## src/design/mmft_pkg.sv

```systemverilog
// shared constants and control/status structs for the mode frequency tracker
// used by mmft_ctrl, mmft_dp and the top level
`default_nettype none

package mmft_pkg;

  localparam int KEYS      = 4096;
  localparam int KEY_W     = 12;
  localparam int CNT_W     = 16;
  localparam int KPC_W     = 13;
  localparam int KPC_DEPTH = 65536;

  localparam logic [CNT_W-1:0] MAX_COUNT = 16'hFFFF;
  localparam logic [KEY_W-1:0] LAST_KEY  = KEY_W'(KEYS - 1);

  localparam logic CMD_ADD    = 1'b0;
  localparam logic CMD_REMOVE = 1'b1;

  // commands from the controller to the datapath
  typedef struct packed {
    logic clear;
    logic load;
    logic lookup;
    logic upd1;
    logic upd2;
  } mmft_cmd_t;

  // status from the datapath to the controller
  typedef struct packed {
    logic clear_last;
  } mmft_status_t;

endpackage

`default_nettype wire

```

## src/design/mmft_ctrl.sv

```systemverilog
// controller state machine: clearing pass, item acceptance and update sequencing
// depends on mmft_pkg
`default_nettype none

module mmft_ctrl
  import mmft_pkg::*;
(
  input  wire logic         clk,
  input  wire logic         rst,
  input  wire logic         start,
  output logic              busy,
  input  mmft_status_t      status,
  output mmft_cmd_t         cmd
);

  typedef enum logic [4:0] {
    S_CLEAR  = 5'b00001,
    S_IDLE   = 5'b00010,
    S_LOOKUP = 5'b00100,
    S_UPD1   = 5'b01000,
    S_UPD2   = 5'b10000
  } state_t;

  state_t state, state_next;

  always_ff @(posedge clk) begin
    if (rst) begin
      state <= S_CLEAR;
    end else begin
      state <= state_next;
    end
  end

  // a new item may enter while the last write of the previous one finishes
  assign busy = !(state == S_IDLE || state == S_UPD2);

  always_comb begin
    state_next = state;
    case (state)
      S_CLEAR: begin
        if (status.clear_last) state_next = S_IDLE;
      end
      S_IDLE: begin
        if (start) state_next = S_LOOKUP;
      end
      S_LOOKUP: state_next = S_UPD1;
      S_UPD1:   state_next = S_UPD2;
      S_UPD2: begin
        state_next = start ? S_LOOKUP : S_IDLE;
      end
      default:  state_next = S_CLEAR;
    endcase
  end

  always_comb begin
    cmd.clear  = (state == S_CLEAR);
    cmd.load   = start && !busy;
    cmd.lookup = (state == S_LOOKUP);
    cmd.upd1   = (state == S_UPD1);
    cmd.upd2   = (state == S_UPD2);
  end

endmodule

`default_nettype wire

```

## config.mk

```make
export PLATFORM = sky130hd
export DESIGN_NAME = mmft_ctrl
export DESIGN_NICKNAME = d
export VERILOG_FILES = /design/src/design/mmft_pkg.sv /design/src/design/mmft_ctrl.sv
export SDC_FILE = /design/constraint.sdc
export NUM_CORES = 1
export LEC_CHECK = 0
export BUFFER_PORTS_ARGS = -buffer_cell sky130_fd_sc_hd__buf_2
export CAP_MARGIN = 20
export CORE_AREA = 2 2 39 41
export DETAILED_ROUTE_END_ITERATION = 8
export DIE_AREA = 0 0 41 43
export GPL_TIMING_DRIVEN = 0
export PLACE_DENSITY = 0.5
export SLEW_MARGIN = 20
export SYNTH_ARGS = -nofsm -noshare
export SYNTH_HDL_FRONTEND = slang
export SYNTH_SLANG_ARGS = --single-unit
```

## constraint.sdc

```tcl
create_clock -name clk -period 1.3 [get_ports clk]
set_clock_uncertainty 0.1 [all_clocks]
set_input_delay 0.26 -clock clk [delete_from_list [all_inputs] [get_ports clk]]
set_output_delay 0.26 -clock clk [all_outputs]
set_load 0.03 [all_outputs]
```

==> metrics.yaml <==
die_area_um2: 1760
finalSetupTns_ns: -1.34
cpPeakStageDelay_ns: 0.31
synth_seq_area_share: 0.343
post-route-util: 0.374
mostFrequentLayoutCell: "buf_6"
clkTransAtPathRegs_ns: 0.05
cellLeakagePower_nw: 0.218
slew_viol_final: 0
crit_family: "buffers and inverters"
fin_nets: 55
synthArstFlopShare: 0
max_slew_margin: 0.846
maxCapViolations: 0
worstPathMaxFanout: 8
drive_gt1_frac: 0.700
num_antenna_cells: 0
fp.coreArea_um2: 1380
syn-num-nets: 35
status: "complete, but fails checks"
setup.worst_path.start_class: "flop"
cts_hold_repair.buffers: 0
synth_edf_count: 0
avgRoutedWirePerCell_um: 12.5
grt_pass1_wl_um: 1150
final_cell_mix: "7 x buf_6, 6 x buf_4, 3 x clkbuf_4, 3 x buf_2, 3 x dfxtp_2"
p_total_uw: 638
clock_latency_ns: 0.24
ir_drop_uv: 413
min_path_type: "input pin to flop"
rsz0062_at_grt: "yes"
cp_slowest_cell: "dfxtp_2"
rows: 14
clock-sinks: 5
synth_top_flop_cell: "dfxtp_1"
top_regs: "state x5"
ys_seq_elements: 5
tightest_slew_ns: 0.228
ioPinCount: 10
drcViolationCount: 0
violations: "setup timing"
synth_area_per_cell_um2: 9.40
ys.warnings.count: 0
critPathKind: "flop to primary output"
cts_made_buffers: 3
grt_util_all_layers: 0.0964
htree_levels: 1
avgViaCountPerCell: 4.76
dr.pass1.iters: 4
start_util: 0.211
dp_hpwl_um: 489
dr_total_vias: 314
fp.dieW_um: 41
overflow: 0
cts_tree: "done"
largest_register_ffs: 5
die_h_um: 43
setup_ws_ns: -0.291
clock_path_buffers: 2
cp.required_ns: 0.94
antenna_found_initial: 0
hold-worst-slack_ns: 0.126
syn2layout_area_growth_pct: 77.7
crit_top_cell: "buf_6"
root_buffer: "clkbuf_4"
syn_inst: 31
top_register: "state"
place_ws_ns: -0.215
max_freq_mhz: 629
crit_chain: "buf_6, nor4_4, buf_4, inv_2, buf_6"
path_buf_inv: 4
cp.arrival_ns: 1.23
wirelength_um: 826
setup_viol: 6
postRouteAntennaNets: 0
worstSetupEndpointType: "primary output"
grt_pass1_vias: 290
period_minus_slack_ns: 1.59
place.gp.congestion: 0.694
p_per_area_nw_per_um2: 1230
drtIter0Drc: 7
grt_max_degree: 11
synth_area_um2: 292
ys_types: 18
finalCritPeriodShare: 1.22
hold_viol: 0
io_buffer_count: 9
-- per-stage QoR --
step	instance area, µm²	cells
2_1_floorplan	302	31
3_3_place_gp	367	56
3_5_place_dp	367	56
4_1_cts	470	64
5_1_grt	518	66
6_report	518	66
-- routing by layer --
metal	global-route usage	vias up	part of all wire
li1	-	155	-
met1	0.106	149	0.44
met2	0.150	10	0.51
met3	0.0157	0	0.044
met4	0.0800	0	0
met5	0	-	0
-- worst paths after layout --
kind,startpoint,endpoint,slack (ns),cells past startpoint
setup / recovery,state[0],busy,-0.29,5
hold / removal,rst,state[4],0.13,2
setup reg to reg,state[1],state[0],0.01,5
hold reg to reg,state[2],state[1],0.51,2
-- cells by family (layout without fill, tap and decap cells) --
group | after synthesis | in the layout | synth area share
DFF | 5 | 5 | 0.343
buffers and inverters | 3 | 22 | 0.0515
xor gates and xnor gates | 2 | 2 | 0.0601
AOI/OAI and AO/OA | 5 | 5 | 0.137
and+or+nand+nor | 16 | 16 | 0.408
-- synth_stat cells, types with 2 or more instances --
master    instances  area, µm²
and3_1            2       12.5
o31ai_1           3       22.5
and4bb_2          2       25.0
nor2b_1           2       12.5
dfxtp_1           5        100
nor2_1            3       11.3
inv_1             2       7.51
xnor2_1           2       17.5
-- area by class of cell --
class                           count  area [µm²]
Buffer                              1        11.3
Timing Repair Buffer               15         128
Inverter                            2        7.51
Tap cell                           16        20.0
Clock buffer                        4        26.3
Fill cell                         141         866
Multi-Input combinational cell     23         214
Sequential cell                     5         111
-- worst reg2reg max path, delay by kind of cell (launching register included) --
| family | cells | cell delay [ns] |
|---|---|---|
| compound gates | 1 | 0.22 |
| xor+xnor | 1 | 0.20 |
| buf+inv | 2 | 0.27 |
| flops | 1 | 0.36 |
| simple gates | 1 | 0.05 |
-- what timing repair did --
item	4_1_cts	5_1_grt
pin swaps	2	3
resized for setup	17	12
setup endpoints to repair	6	9
buffers inserted	4	2
-- where the power goes --
group	internal (mW)	total (mW)	leakage, nW	switching, mW
Clock	0.116	0.186	0.0150	0.0695
Combinational	0.144	0.262	0.160	0.118
Sequential	0.171	0.190	0.0430	0.0192
Total	0.431	0.638	0.218	0.207
Power figures use the tool's default switching activity.
